## src/rtl/blca_pkg.sv

```systemverilog
// Types, constants and microcode ROM of the binary lifting ancestor engine.
`timescale 1ns / 1ps

package blca_pkg;

   localparam int NODE_W      = 10;
   localparam int DEPTH_W     = 10;
   localparam int DIST_W      = 11;
   localparam int REQ_TDATA_W = 24;
   localparam int RSP_TDATA_W = 24;
   localparam int PC_W        = 5;

   localparam logic [DEPTH_W-1:0] DEPTH_MAX = 10'd1023;

   typedef logic [NODE_W-1:0]  node_type;
   typedef logic [DEPTH_W-1:0] depth_type;
   typedef logic [DIST_W-1:0]  dist_type;
   typedef logic [PC_W-1:0]    pc_type;

   // memory read issued by a step
   typedef enum logic [2:0] {
      RD_NONE, RD_DEP_A, RD_DEP_B, RD_JMP_A, RD_JMP_B
   } rd_type;

   // where the registered read data lands
   typedef enum logic [2:0] {
      CAP_NONE, CAP_DA, CAP_DB, CAP_A, CAP_B, CAP_T, CAP_CMP
   } cap_type;

   typedef enum logic [2:0] {
      OP_NONE, OP_LVL_INC, OP_LVL_DEC, OP_LVL_TOP, OP_ORDER
   } op_type;

   typedef enum logic [1:0] {
      WR_NONE, WR_LOAD, WR_JMP
   } wr_type;

   typedef enum logic [2:0] {
      C_NEVER, C_ALWAYS, C_A_ZERO, C_NO_LIFT, C_A_EQ_B,
      C_LVL_ZERO, C_LVL_LAST, C_LVL_NOT_LAST
   } cond_type;

   typedef struct packed {
      rd_type   rd;
      cap_type  cap;
      op_type   op;
      wr_type   wr;
      cond_type cond;
      pc_type   target;
      logic     emit;
      logic     finish;
   } uword_type;

   typedef struct packed {
      logic      en;
      uword_type w;
   } ctl_type;

   typedef struct packed {
      logic a_zero;
      logic a_eq_b;
      logic lift;
      logic lvl_zero;
      logic lvl_last;
      logic out_busy;
   } status_type;

   // program entry points and branch targets
   localparam pc_type PC_L_ENTRY = 5'd0;
   localparam pc_type PC_L_LOOP  = 5'd3;
   localparam pc_type PC_Q_ENTRY = 5'd7;
   localparam pc_type PC_Q_LIFT  = 5'd11;
   localparam pc_type PC_Q_NEXT  = 5'd16;
   localparam pc_type PC_Q_SAME  = 5'd18;
   localparam pc_type PC_Q_CLIMB = 5'd19;
   localparam pc_type PC_Q_LAST  = 5'd24;
   localparam pc_type PC_Q_FIN   = 5'd26;
   localparam pc_type PC_END     = 5'd29;

   function automatic uword_type uw(input rd_type rd, input cap_type cap, input op_type op,
                                    input wr_type wr, input cond_type cond,
                                    input pc_type target, input logic emit,
                                    input logic finish);
      uword_type w;
      w.rd     = rd;
      w.cap    = cap;
      w.op     = op;
      w.wr     = wr;
      w.cond   = cond;
      w.target = target;
      w.emit   = emit;
      w.finish = finish;
      return w;
   endfunction

   // microcode ROM
   function automatic uword_type ucode(input pc_type pc);
      uword_type w;
      case (pc)
         // load: depth and level-0 jump
         PC_L_ENTRY:      w = uw(RD_DEP_B, CAP_NONE, OP_NONE, WR_NONE, C_A_ZERO,
                                 PC_END, 1'b0, 1'b0);
         PC_L_ENTRY + 1:  w = uw(RD_NONE, CAP_DB, OP_NONE, WR_NONE, C_NEVER,
                                 PC_END, 1'b0, 1'b0);
         PC_L_ENTRY + 2:  w = uw(RD_NONE, CAP_NONE, OP_NONE, WR_LOAD, C_LVL_LAST,
                                 PC_END, 1'b0, 1'b0);
         // load: upper levels, one ancestor hop per level
         PC_L_LOOP:       w = uw(RD_JMP_B, CAP_NONE, OP_NONE, WR_NONE, C_NEVER,
                                 PC_END, 1'b0, 1'b0);
         PC_L_LOOP + 1:   w = uw(RD_NONE, CAP_B, OP_LVL_INC, WR_NONE, C_NEVER,
                                 PC_END, 1'b0, 1'b0);
         PC_L_LOOP + 2:   w = uw(RD_NONE, CAP_NONE, OP_NONE, WR_JMP, C_LVL_NOT_LAST,
                                 PC_L_LOOP, 1'b0, 1'b0);
         PC_L_LOOP + 3:   w = uw(RD_NONE, CAP_NONE, OP_NONE, WR_NONE, C_ALWAYS,
                                 PC_END, 1'b0, 1'b0);
         // query: fetch both depths, put the deeper node in b
         PC_Q_ENTRY:      w = uw(RD_DEP_A, CAP_NONE, OP_NONE, WR_NONE, C_NEVER,
                                 PC_END, 1'b0, 1'b0);
         PC_Q_ENTRY + 1:  w = uw(RD_DEP_B, CAP_DA, OP_NONE, WR_NONE, C_NEVER,
                                 PC_END, 1'b0, 1'b0);
         PC_Q_ENTRY + 2:  w = uw(RD_NONE, CAP_DB, OP_NONE, WR_NONE, C_NEVER,
                                 PC_END, 1'b0, 1'b0);
         PC_Q_ENTRY + 3:  w = uw(RD_NONE, CAP_NONE, OP_ORDER, WR_NONE, C_NEVER,
                                 PC_END, 1'b0, 1'b0);
         // query: lift b to the depth of a
         PC_Q_LIFT:       w = uw(RD_NONE, CAP_NONE, OP_NONE, WR_NONE, C_NO_LIFT,
                                 PC_Q_NEXT, 1'b0, 1'b0);
         PC_Q_LIFT + 1:   w = uw(RD_JMP_B, CAP_NONE, OP_NONE, WR_NONE, C_NEVER,
                                 PC_END, 1'b0, 1'b0);
         PC_Q_LIFT + 2:   w = uw(RD_NONE, CAP_B, OP_NONE, WR_NONE, C_NEVER,
                                 PC_END, 1'b0, 1'b0);
         PC_Q_LIFT + 3:   w = uw(RD_DEP_B, CAP_NONE, OP_NONE, WR_NONE, C_NEVER,
                                 PC_END, 1'b0, 1'b0);
         PC_Q_LIFT + 4:   w = uw(RD_NONE, CAP_DB, OP_NONE, WR_NONE, C_NEVER,
                                 PC_END, 1'b0, 1'b0);
         PC_Q_NEXT:       w = uw(RD_NONE, CAP_NONE, OP_NONE, WR_NONE, C_LVL_ZERO,
                                 PC_Q_SAME, 1'b0, 1'b0);
         PC_Q_NEXT + 1:   w = uw(RD_NONE, CAP_NONE, OP_LVL_DEC, WR_NONE, C_ALWAYS,
                                 PC_Q_LIFT, 1'b0, 1'b0);
         // query: climb both nodes while their ancestors differ
         PC_Q_SAME:       w = uw(RD_NONE, CAP_NONE, OP_LVL_TOP, WR_NONE, C_A_EQ_B,
                                 PC_Q_FIN, 1'b0, 1'b0);
         PC_Q_CLIMB:      w = uw(RD_JMP_A, CAP_NONE, OP_NONE, WR_NONE, C_NEVER,
                                 PC_END, 1'b0, 1'b0);
         PC_Q_CLIMB + 1:  w = uw(RD_JMP_B, CAP_T, OP_NONE, WR_NONE, C_NEVER,
                                 PC_END, 1'b0, 1'b0);
         PC_Q_CLIMB + 2:  w = uw(RD_NONE, CAP_CMP, OP_NONE, WR_NONE, C_NEVER,
                                 PC_END, 1'b0, 1'b0);
         PC_Q_CLIMB + 3:  w = uw(RD_NONE, CAP_NONE, OP_NONE, WR_NONE, C_LVL_ZERO,
                                 PC_Q_LAST, 1'b0, 1'b0);
         PC_Q_CLIMB + 4:  w = uw(RD_NONE, CAP_NONE, OP_LVL_DEC, WR_NONE, C_ALWAYS,
                                 PC_Q_CLIMB, 1'b0, 1'b0);
         PC_Q_LAST:       w = uw(RD_JMP_A, CAP_NONE, OP_NONE, WR_NONE, C_NEVER,
                                 PC_END, 1'b0, 1'b0);
         PC_Q_LAST + 1:   w = uw(RD_NONE, CAP_A, OP_NONE, WR_NONE, C_NEVER,
                                 PC_END, 1'b0, 1'b0);
         // query: depth of the ancestor, then the result beat
         PC_Q_FIN:        w = uw(RD_DEP_A, CAP_NONE, OP_NONE, WR_NONE, C_NEVER,
                                 PC_END, 1'b0, 1'b0);
         PC_Q_FIN + 1:    w = uw(RD_NONE, CAP_DA, OP_NONE, WR_NONE, C_NEVER,
                                 PC_END, 1'b0, 1'b0);
         PC_Q_FIN + 2:    w = uw(RD_NONE, CAP_NONE, OP_NONE, WR_NONE, C_NEVER,
                                 PC_END, 1'b1, 1'b1);
         default:         w = uw(RD_NONE, CAP_NONE, OP_NONE, WR_NONE, C_NEVER,
                                 PC_END, 1'b0, 1'b1);
      endcase
      return w;
   endfunction

endpackage

```

## src/rtl/blca_seq.sv

```systemverilog
// Microcode sequencer: step counter, ROM fetch and conditional branch.
`timescale 1ns / 1ps

module blca_seq (
   input  logic                   clock,
   input  logic                   reset,
   input  logic                   req_accept,
   input  logic                   req_query,
   input  blca_pkg::status_type   status,
   output blca_pkg::ctl_type      ctl,
   output logic                   idle
);
   import blca_pkg::*;

   pc_type    pc_ff, pc_in;
   logic      busy_ff, busy_in;
   uword_type word;
   logic      stall;
   logic      run;
   logic      taken;

   assign word  = ucode(pc_ff);
   // result step waits while the output register is still full
   assign stall = word.emit & status.out_busy;
   assign run   = busy_ff & ~stall;

   always_comb begin
      case (word.cond)
         C_NEVER:        taken = 1'b0;
         C_ALWAYS:       taken = 1'b1;
         C_A_ZERO:       taken = status.a_zero;
         C_NO_LIFT:      taken = ~status.lift;
         C_A_EQ_B:       taken = status.a_eq_b;
         C_LVL_ZERO:     taken = status.lvl_zero;
         C_LVL_LAST:     taken = status.lvl_last;
         C_LVL_NOT_LAST: taken = ~status.lvl_last;
         default:        taken = 1'b0;
      endcase
   end

   always_comb begin
      pc_in   = pc_ff;
      busy_in = busy_ff;
      if (req_accept) begin
         busy_in = 1'b1;
         pc_in   = req_query ? PC_Q_ENTRY : PC_L_ENTRY;
      end else if (run) begin
         if (word.finish) begin
            busy_in = 1'b0;
         end
         pc_in = taken ? word.target : pc_ff + PC_W'(1);
      end
   end

   always_ff @(posedge clock) begin
      if (reset) begin
         pc_ff   <= PC_L_ENTRY;
         busy_ff <= 1'b0;
      end else begin
         pc_ff   <= pc_in;
         busy_ff <= busy_in;
      end
   end

   assign ctl.en = run;
   assign ctl.w  = word;
   assign idle   = ~busy_ff;

endmodule

```

## config.mk

```make
export PLATFORM = sky130hd
export DESIGN_NAME = blca_seq
export DESIGN_NICKNAME = d
export VERILOG_FILES = /design/src/rtl/blca_pkg.sv /design/src/rtl/blca_seq.sv
export SDC_FILE = /design/constraint.sdc
export NUM_CORES = 1
export LEC_CHECK = 0
export BUFFER_PORTS_ARGS = -buffer_cell sky130_fd_sc_hd__buf_2
export CAP_MARGIN = 20
export CORE_MARGIN = 2
export CORE_UTILIZATION = 30
export CTS_CLUSTER_SIZE = 24
export DETAILED_ROUTE_END_ITERATION = 8
export SLEW_MARGIN = 20
export SYNTH_ARGS = -nofsm -noshare
export SYNTH_HDL_FRONTEND = slang
export SYNTH_SLANG_ARGS = --single-unit
export TNS_END_PERCENT = 1
```

## constraint.sdc

```tcl
create_clock -name clock -period 2.8 [get_ports clock]
set_input_delay 0.28 -clock clock [delete_from_list [all_inputs] [get_ports clock]]
set_output_delay 0.28 -clock clock [all_outputs]
set_load 0.01 [all_outputs]
```

# After elaboration in Yosys (flattened, before gate mapping)
# Memories as Yosys holds them, arrays and structs flattened. A register that Yosys moved wholly into a read port is not among the register bits.
# Index checks and enable logic that the tools add are counted.
[op_classes]
n_addsub = 1
n_eq_ne = 7
muxes = 10
bitwise = 6
n_reduce_logical = 4
[ops]
columns = ["op", "n"]
rows = [
  ["2-to-1 mux 5 bit", 5],
  ["== test 3 bit, second input constant", 4],
  ["case mux 1 bit (8 select lines)", 1],
  ["== test 3 x 2 -> 1 bit, second input constant", 2],
  ["adder 5 x 1 -> 5 bit, second input constant", 1],
  ["inverter 1 bit", 4],
  ["nonzero test 2 bit", 2],
  ["== test 3 x 1 -> 1 bit, second input constant", 1],
  ["zero test 3 bit", 1],
  ["2-to-1 mux 1 bit", 3],
  ["2-to-1 mux 3 bit", 1],
  ["AND 1 bit", 2],
  ["AND reduction 2 bit", 1],
]
[word_totals]
register_bits = 6
romBits = 672
mem_count = 1
[mem_list]
columns = ["name", "depth", "word_bits", "rd", "rd_ports_with_merged_regs", "wr", "line_no", "rtl"]
rows = [
  ["(name not given)", 32, 21, 1, 1, 0, "blca_pkg.sv:99", "case (pc)"],
]

# Longest topological paths before layout
# Gate-level depths: netlist (run 1).
[depth]
ltp_word = 7
ltp_mapped = 14

# Worst setup path after synthesis (run 1)
# OpenSTA, ideal clock, no wires.
[synth_timing]
kind = "reg-to-reg"
start = "reg, netlist name word[7]"
end = "reg, netlist name word[17]"
setup_ns = 0.127
t_arrival_ns = 2.842
required_ns = 2.673
setup_slack_ns = -0.169
stages_incl_launch_ff = 13
n_path_buf = 0
period_less_slack_ns = 2.969
path_cell_list = "dfxtp_1 > or3b_2 > o21ai_2 > a21o_1 > a21oi_1 > mux2_2 > a21oi_1 > and2_1 > inv_1 > ha_1 > mux2_2 > a22oi_1 > nor2_1"
[synth_between]
elab_chain_len = 7
word_cells_on_any_way = 14
[synth_lines]
columns = ["element", "line_no", "rtl"]
rows = [
  ["== test 3 bit (tied with other cells)", "blca_seq.sv:28", "case (word.cond)"],
  ["case mux 1 bit (8 select lines) *", "blca_seq.sv:28", ""],
  ["2-to-1 mux 5 bit *", "blca_seq.sv:51", "pc_in = taken ? word.target : pc_ff + PC_W'(1);"],
  ["2-to-1 mux 5 bit *", "blca_seq.sv:47", "end else if (run) begin"],
  ["2-to-1 mux 5 bit *", "blca_seq.sv:44", "if (req_accept) begin"],
  ["2-to-1 mux 5 bit (no source line) * (2 in a row)", "-", ""],
]
# Every way passes the cells marked *; elsewhere a longest branch is shown, timed or not. The select of a mux whose other input is x is not followed.
# A chain may end at the register's enable or synchronous reset.

# Worst setup path in the final report (run 1)
[layout_timing]
start = "reg, netlist name word[8]"
end = "reg, netlist name word[7]"
[layout_between]
elab_chain_len = 7
word_cells_on_any_way = 14
[layout_lines]
columns = ["element", "line_no"]
rows = [
  ["== test 3 bit (tied with other cells)", "blca_seq.sv:28"],
  ["case mux 1 bit (8 select lines) *", "blca_seq.sv:28"],
  ["2-to-1 mux 5 bit *", "blca_seq.sv:51"],
  ["2-to-1 mux 5 bit *", "blca_seq.sv:47"],
  ["2-to-1 mux 5 bit *", "blca_seq.sv:44"],
  ["2-to-1 mux 5 bit (no source line) * (2 in a row)", "-"],
]
# Marks and branches as above.

==> results of run 1 <==
how the worst max path moves through the flow:
stage	slack [ns]	end	cells after the start	from
2_1_floorplan	-0.02	word[17]	12	word[7]
3_3_place_gp	0.05	word[17]	13	status[4]
3_5_place_dp	0.008	word[18]	12	word[7]
4_1_cts	0.009	word[4]	14	word[7]
5_1_grt	-0.05	word[3]	11	word[8]
6_report	0.04	word[7]	11	word[8]
layout make-up:
type,instances,area (um2),share of cell area
Sequential cell,27,547,0.257
Clock buffer,3,41.3,0.0194
Inverter,10,40.0,0.0188
Tap cell,70,87.6,0.0411
Multi-Input combinational cell,137,1060,0.498
Clock inverter,1,5.00,0.00235
Timing Repair Buffer,57,348,0.163
sequential cells by signal (all words and copies together) (netlist names):
| name | cells |
|---|---|
| pc_ff | 5 |
| busy_ff | 1 |
| word | 21 |
per-layer routing:
metal	vias to the layer above	wire length, um
li1	768	-
met1	720	2060
met2	56	2120
met3	11	278
met4	0	124
met5	-	0
power by group through the flow:
stage | clock network (W) | registers (W) | logic [W]
2_1_floorplan | 0 | 0.000460 | 0.000242
3_3_place_gp | 0 | 0.000447 | 0.000402
3_5_place_dp | 0 | 0.000447 | 0.000404
4_1_cts | 0.000232 | 0.000439 | 0.000407
5_1_grt | 0.000247 | 0.000446 | 0.000479
6_report | 0.000226 | 0.000442 | 0.000444
through the flow:
step | power [W] | cells
finish | 0.00111 | 305
global route | 0.00117 | 305
CTS | 0.00108 | 302
detailed placement | 0.000852 | 298
global placement | 0.000850 | 298
floorplan | 0.000702 | 184
logic make-up after synthesis:
| kind of cell | count (synthesis) |
|---|---|
| muxes | 6 |
| and+or+nand+nor | 73 |
| AOI/OAI and AO/OA | 47 |
| adders and majority gates | 10 |
| buffers and inverters | 20 |
| DFF | 27 |
| xor gates and xnor gates | 1 |
worst max-delay path, cell delays in order, from the launching register on:
cell,delay [ns]
dfxtp_2,0.34
nor4bb_2,0.17
a311o_1,0.36
a21o_1,0.20
mux2i_1,0.12
nor2_1,0.13
a211oi_2,0.07
or3_4,0.44
buf_4,0.17
ha_1,0.28
a22oi_1,0.23
o32ai_1,0.12
Yosys cell counts, types with 2 or more instances:
library cell	instances	area [um2]
a31oi_1	2	12.5
o21ai_0	4	20.0
nor2_1	15	56.3
nor3_1	4	20.0
nand3b_1	2	15.0
nand3_1	3	15.0
mux2_2	5	56.3
dfxtp_1	27	541
o211ai_1	2	15.0
and3_1	3	18.8
buf_6	2	22.5
a221o_2	3	33.8
a21oi_1	9	45.0
a22oi_1	4	30.0
buf_4	2	15.0
nor3b_1	3	22.5
inv_1	10	37.5
nor2b_1	2	12.5
ha_1	10	125
a211oi_1	2	15.0
nand2_1	18	67.6
o21ai_1	3	15.0
buf_2	4	20.0
nand4_1	2	12.5
and2_1	6	37.5
nor4_1	2	12.5
nand2b_1	3	18.8
clkbuf_1	2	7.51
timing repair:
item / 4_1_cts / 5_1_grt
cloned: 0 / 0
gates resized for setup: 1 / 19
hold buffers: 0 / 0
pin swaps: 0 / 8
buffers inserted: 0 / 3
endpoints found under the setup margin: 2 / 12
==> qor.csv, run 1 <==
stage,metric,value,unit
sta,endpoints failing setup,0,
synth,Compound-Gate Fraction of Synth Area,0.233,
floorplanning,core footprint,5170,um2
finish,design area,2130,um2
synth,Syn Nets,204,
sta,Worst Hold Slack,0.359,ns
sta,"Slew Viols, Final",0,
setup_path,Crit path arrival time,2.91,ns
synth,Synth Area in Adders,0.0773,
synth,"Distinct cells, synth",58,
placement,routability congestion estimate from global placement,0.849,
synth,Yosys Warn Count,0,
global_route,antenna violations before repair,0,
setup_path,Worst setup SP type,flip-flop,
cts,CTS tree,built,
floorplanning,# IOs,33,
setup_path,flop2flop setup slack,0.04,ns
cts,clk slew on worst S/H paths,0.10,ns
global_route,GRT Overall Usage,0.152,
global_route,met1 Usage GRT,0.203,
finish,Diodes inserted,0,
pwr,Logic pwr share,0.399,
synth,sequential share of the synthesized area,0.334,
setup_path,CP endpoint kind,flip-flop,
sta,setup TNS,0,ns
synth,dominant synthesized flop cell,dfxtp_1,
pwr,clock power share,0.203,
drt,total vias in the final route,1555,
global_route,first-pass GRT wire length,7.19,mm
drt,Initial DRC Count,75,
synth,largest family of logic cells by synthesized area,simple AND/OR/NAND/NOR gates,
global_route,met3 global-route usage,0.0163,
floorplanning,Die W,77.5,um
cts,clk_lat worst skew,0.28,ns
pwr,cell internal pwr,0.000725,W
pwr,Pwr Density,522,nW/um2
setup_path,Critical Path RT,2.96,ns
cts,Sink Count,27,
cts,CTS buffer count,3,
synth,asr flop ratio synth,0,
pwr,Net Sw Frac,0.348,
setup_path,R2R Path Start,word[8],
finish,NumNets Final,256,
floorplanning,initial core utilization,0.313,
sta,unrepaired setup endpoints after global routing,true,
setup_path,reg2reg path depth,11,
setup_path,R2R Path End,word[7],
finish,area delta synth->final,31.5,%
drt,remaining antenna violation count after routing,0,
finish,"commonest non-fill, non-tap cell in the layout",buf_2,
sta,clk_skew,0.0112,ns
pwr,Max VDD drop,206,uV
hold_path,hold path depth,3,
setup_path,CP Class,reg -> reg,
flow_run,Max-cap violations,0,
run_status,run status,completed,
cts,Root Driver,clkbuf_8,
synth,Synth Area in XOR/XNOR,0.00541,
drt,First-pass DRT Iterations,4,
drt,DRC viols,0,
pwr,NetSw,0.000387,W
drt,Detailed Route WL,4.58,mm
drt,post-DR wirelength/cell,15.0,um
floorplanning,Die Y,77.5,um
finish,layout cell share with drive strength beyond 1,0.421,
placement,dpl hpwl,3.41,mm
placement,Place WS,0.00796,ns
cts,deepest clock path buffer count,2,
global_route,pin count of the biggest net entering global routing,19,
global_route,vias in the first global route,1434,
pwr,Lkg Pwr,0.906,nW
hold_path,Hold Path End,busy_ff,
drt,DR vias/cell,5.10,
sta,Hold Fails Final Rpt,0,
setup_path,CP max FO,6,
finish,Fillers,523,
placement,# port buffers,32,
hold_path,worst hold path class,in -> reg,
global_route,GR Overflow Total,0,
synth,post-synthesis mux area share,0.0410,
floorplanning,die area,6000,um2
synth,Syn Inst Count,184,
sta,crit share post-route,0.985,
sta,Setup WS post-layout,0.0427,ns
synth,Avg Inst Size Synth,8.80,um2
finish,most frequent cells in the layout,"buf_2 (32), buf_4 (25), dfxtp_1 (24)",
synth,Netlist Area Pre-Place,1620,um2
finish,utilization after layout,0.412,
pwr,share of power burned in registers,0.397,
placement,Placed Area,1980,um2
sta,fmax,0.363,GHz
global_route,Top Usage Layer GRT,met2,
hold_path,Hold Startpoint,req_accept,
sta,Final min period,2.76,ns
sta,Slew @ Worst Pin,0.512,ns
sta,Max-slew headroom,0.659,
global_route,met2 usage,0.250,
floorplanning,Row Count,26,
synth,Post-synth EDFFs,0,
synth,post-synthesis register bit count,27,
cts,# H-tree levels,1,
synth,Simple-Gate Fraction of Synth Area,0.247,
No activity file was read; power rests on OpenSTA's default activity.
==> run 2, diff against run 1 <==
Settings changed: RECOVER_POWER set to 100.
==> run 2 against run 1 <==
Effect of this change:
- largest cell class unchanged
- critical endpoint unchanged
- hold slack better by 0.0030 ns
- non-clock buffer count did not move
- register-to-register slack about the same
- routed wire length barely moved
==> qor.csv, run 2 (synthesized netlist as in run 1, its figures left out) <==
stage,metric,value,unit,change
run_status,run status,completed,,
drt,DR vias/cell,5.07,,-0.58%
sta,fmax,0.361,GHz,-0.34%
drt,DRC viols,0,,unchanged
cts,deepest clock path buffer count,2,,unchanged
floorplanning,Die W,77.5,um,unchanged
floorplanning,die area,6000,um2,unchanged
pwr,Max VDD drop,205,uV,-0.34%
setup_path,Crit path arrival time,2.92,ns,about the same
sta,endpoints failing setup,0,,unchanged
cts,clk slew on worst S/H paths,0.10,ns,about the same
drt,post-DR wirelength/cell,15.0,um,about the same
hold_path,worst hold path class,in -> reg,,
setup_path,flop2flop setup slack,0.03,ns,about the same
setup_path,CP max FO,6,,unchanged
floorplanning,core footprint,5170,um2,unchanged
sta,unrepaired setup endpoints after global routing,true,,
cts,clk_lat worst skew,0.28,ns,about the same
setup_path,Critical Path RT,2.95,ns,about the same
setup_path,Critical Path Sink,word[7],,
sta,Setup WS post-layout,0.0334,ns,-0.00931 ns
setup_path,Worst setup SP type,flip-flop,,
flow_run,Max-cap violations,0,,unchanged
global_route,GRT Overall Usage,0.152,,unchanged
sta,Max-slew headroom,0.655,,-0.00435
pwr,Pwr Density,524,nW/um2,+0.40%
sta,crit share post-route,0.988,,+0.00332
sta,Slew @ Worst Pin,0.518,ns,+0.00653 ns
global_route,vias in the first global route,1434,,unchanged
finish,most frequent cells in the layout,"buf_4 (25), dfxtp_1 (24), buf_2 (19)",,
sta,"Slew Viols, Final",0,,unchanged
sta,Hold Fails Final Rpt,0,,unchanged
global_route,antenna violations before repair,0,,unchanged
drt,Detailed Route WL,4.58,mm,about the same
finish,layout cell share with drive strength beyond 1,0.366,,-0.0553
placement,# port buffers,32,,unchanged
finish,utilization after layout,0.409,,-0.00315
floorplanning,Row Count,26,,unchanged
finish,max FFs per register,21,,unchanged
placement,dpl hpwl,3.41,mm,unchanged
global_route,pin count of the biggest net entering global routing,19,,unchanged
drt,First-pass DRT Iterations,4,,unchanged
cts,Root Driver,clkbuf_8,,
cts,# H-tree levels,1,,unchanged
cts,CTS tree,built,,
setup_path,R2R Path Start,word[8],,
floorplanning,initial core utilization,0.313,,unchanged
cts,CTS buffer count,3,,unchanged
placement,routability congestion estimate from global placement,0.849,,unchanged
setup_path,CP Class,reg -> reg,,
pwr,Lkg Pwr,0.855,nW,-5.6%
setup_path,reg2reg path depth,11,,unchanged
drt,remaining antenna violation count after routing,0,,unchanged
finish,NumNets Final,256,,unchanged
finish,"commonest non-fill, non-tap cell in the layout",buf_4,,
setup_path,R2R Path End,word[7],,
setup_path,CP endpoint kind,flip-flop,,
sta,Final min period,2.77,ns,+0.00931 ns
global_route,GR Overflow Total,0,,unchanged
placement,Place WS,0.00796,ns,unchanged
floorplanning,# IOs,33,,unchanged
drt,Initial DRC Count,91,,+21%
floorplanning,Die Y,77.5,um,unchanged
global_route,first-pass GRT wire length,7.19,mm,unchanged
setup_path,critical path launch point,word[8],,
finish,area delta synth->final,30.5,%,
cts,Sink Count,27,,unchanged
drt,total vias in the final route,1546,,-0.58%
finish,Diodes inserted,0,,unchanged
sta,clk_skew,0.0111,ns,-0.000140 ns
-- run 2: layer usage --
metal / wire length, um / track usage / vias up / share of wire
met5: 0 / 0 / - / 0
met4: 105 / 0.0589 / 0 / 0.023
met3: 234 / 0.0163 / 9 / 0.051
met2: 2160 / 0.250 / 41 / 0.47
met1: 2090 / 0.203 / 731 / 0.45
li1: - / - / 765 / -
-- run 2: timing repair --
item / CTS / global route
hold buffers: 0 / 0
resized for setup: 1 / 19
setup buffers: 0 / 3
pin swaps: 0 / 8
setup endpoints to repair: 2 / 12
-- run 2: worst min path at each step --
stage | from | end | slack [ns] | cells after the start
after CTS | req_accept | busy_ff | 0.36 | 3
after global placement | busy_ff | busy_ff | 0.50 | 2
after global routing | reset | word[18] | 0.39 | 2
after floorplan | req_accept | busy_ff | 0.40 | 2
after detailed placement | busy_ff | busy_ff | 0.51 | 2
final | status[0] | busy_ff | 0.36 | 5
-- run 2: critical path, stage by stage (launching register included) --
cell      delay (ns)
dfxtp_2         0.34
nor4bb_2        0.17
a311o_1         0.36
a21o_1          0.20
mux2i_1         0.12
nor2_1          0.13
a211oi_2        0.07
or3_4           0.44
buf_4           0.17
ha_1            0.28
a22oi_1         0.23
o32ai_1         0.13
-- run 2: report_power, final --
part	leakage (nW)	switching (W)	internal, W	total (W)
Sequential	0.222	0.0000237	0.000419	0.000442
Combinational	0.608	0.000237	0.000202	0.000440
Clock	0.0255	0.000126	0.000100	0.000226
Total	0.855	0.000387	0.000721	0.00111
-- run 2: final cells by class --
type / count / area, um2
fillers: 530 / 3060
multi-input cells: 137 / 1060
flip-flops and latches: 27 / 547
repair buffers: 57 / 332
well taps: 70 / 87.6
clock buffers: 3 / 41.3
inverters: 10 / 40.0
clock inverters: 1 / 5.00
-- run 2: metrics by stage --
stage | TNS (ns) | instances | hold slack, ns | total power [W] | instance area, um2
floorplan | -0.0158 | 184 | 0.397 | 0.000702 | 1630
global placement | 0 | 298 | 0.502 | 0.000850 | 1980
detailed placement | 0 | 298 | 0.514 | 0.000852 | 1980
CTS | 0 | 302 | 0.357 | 0.00108 | 2030
global route | -0.210 | 305 | 0.394 | 0.00117 | 2110
finish | 0 | 305 | 0.362 | 0.00111 | 2110
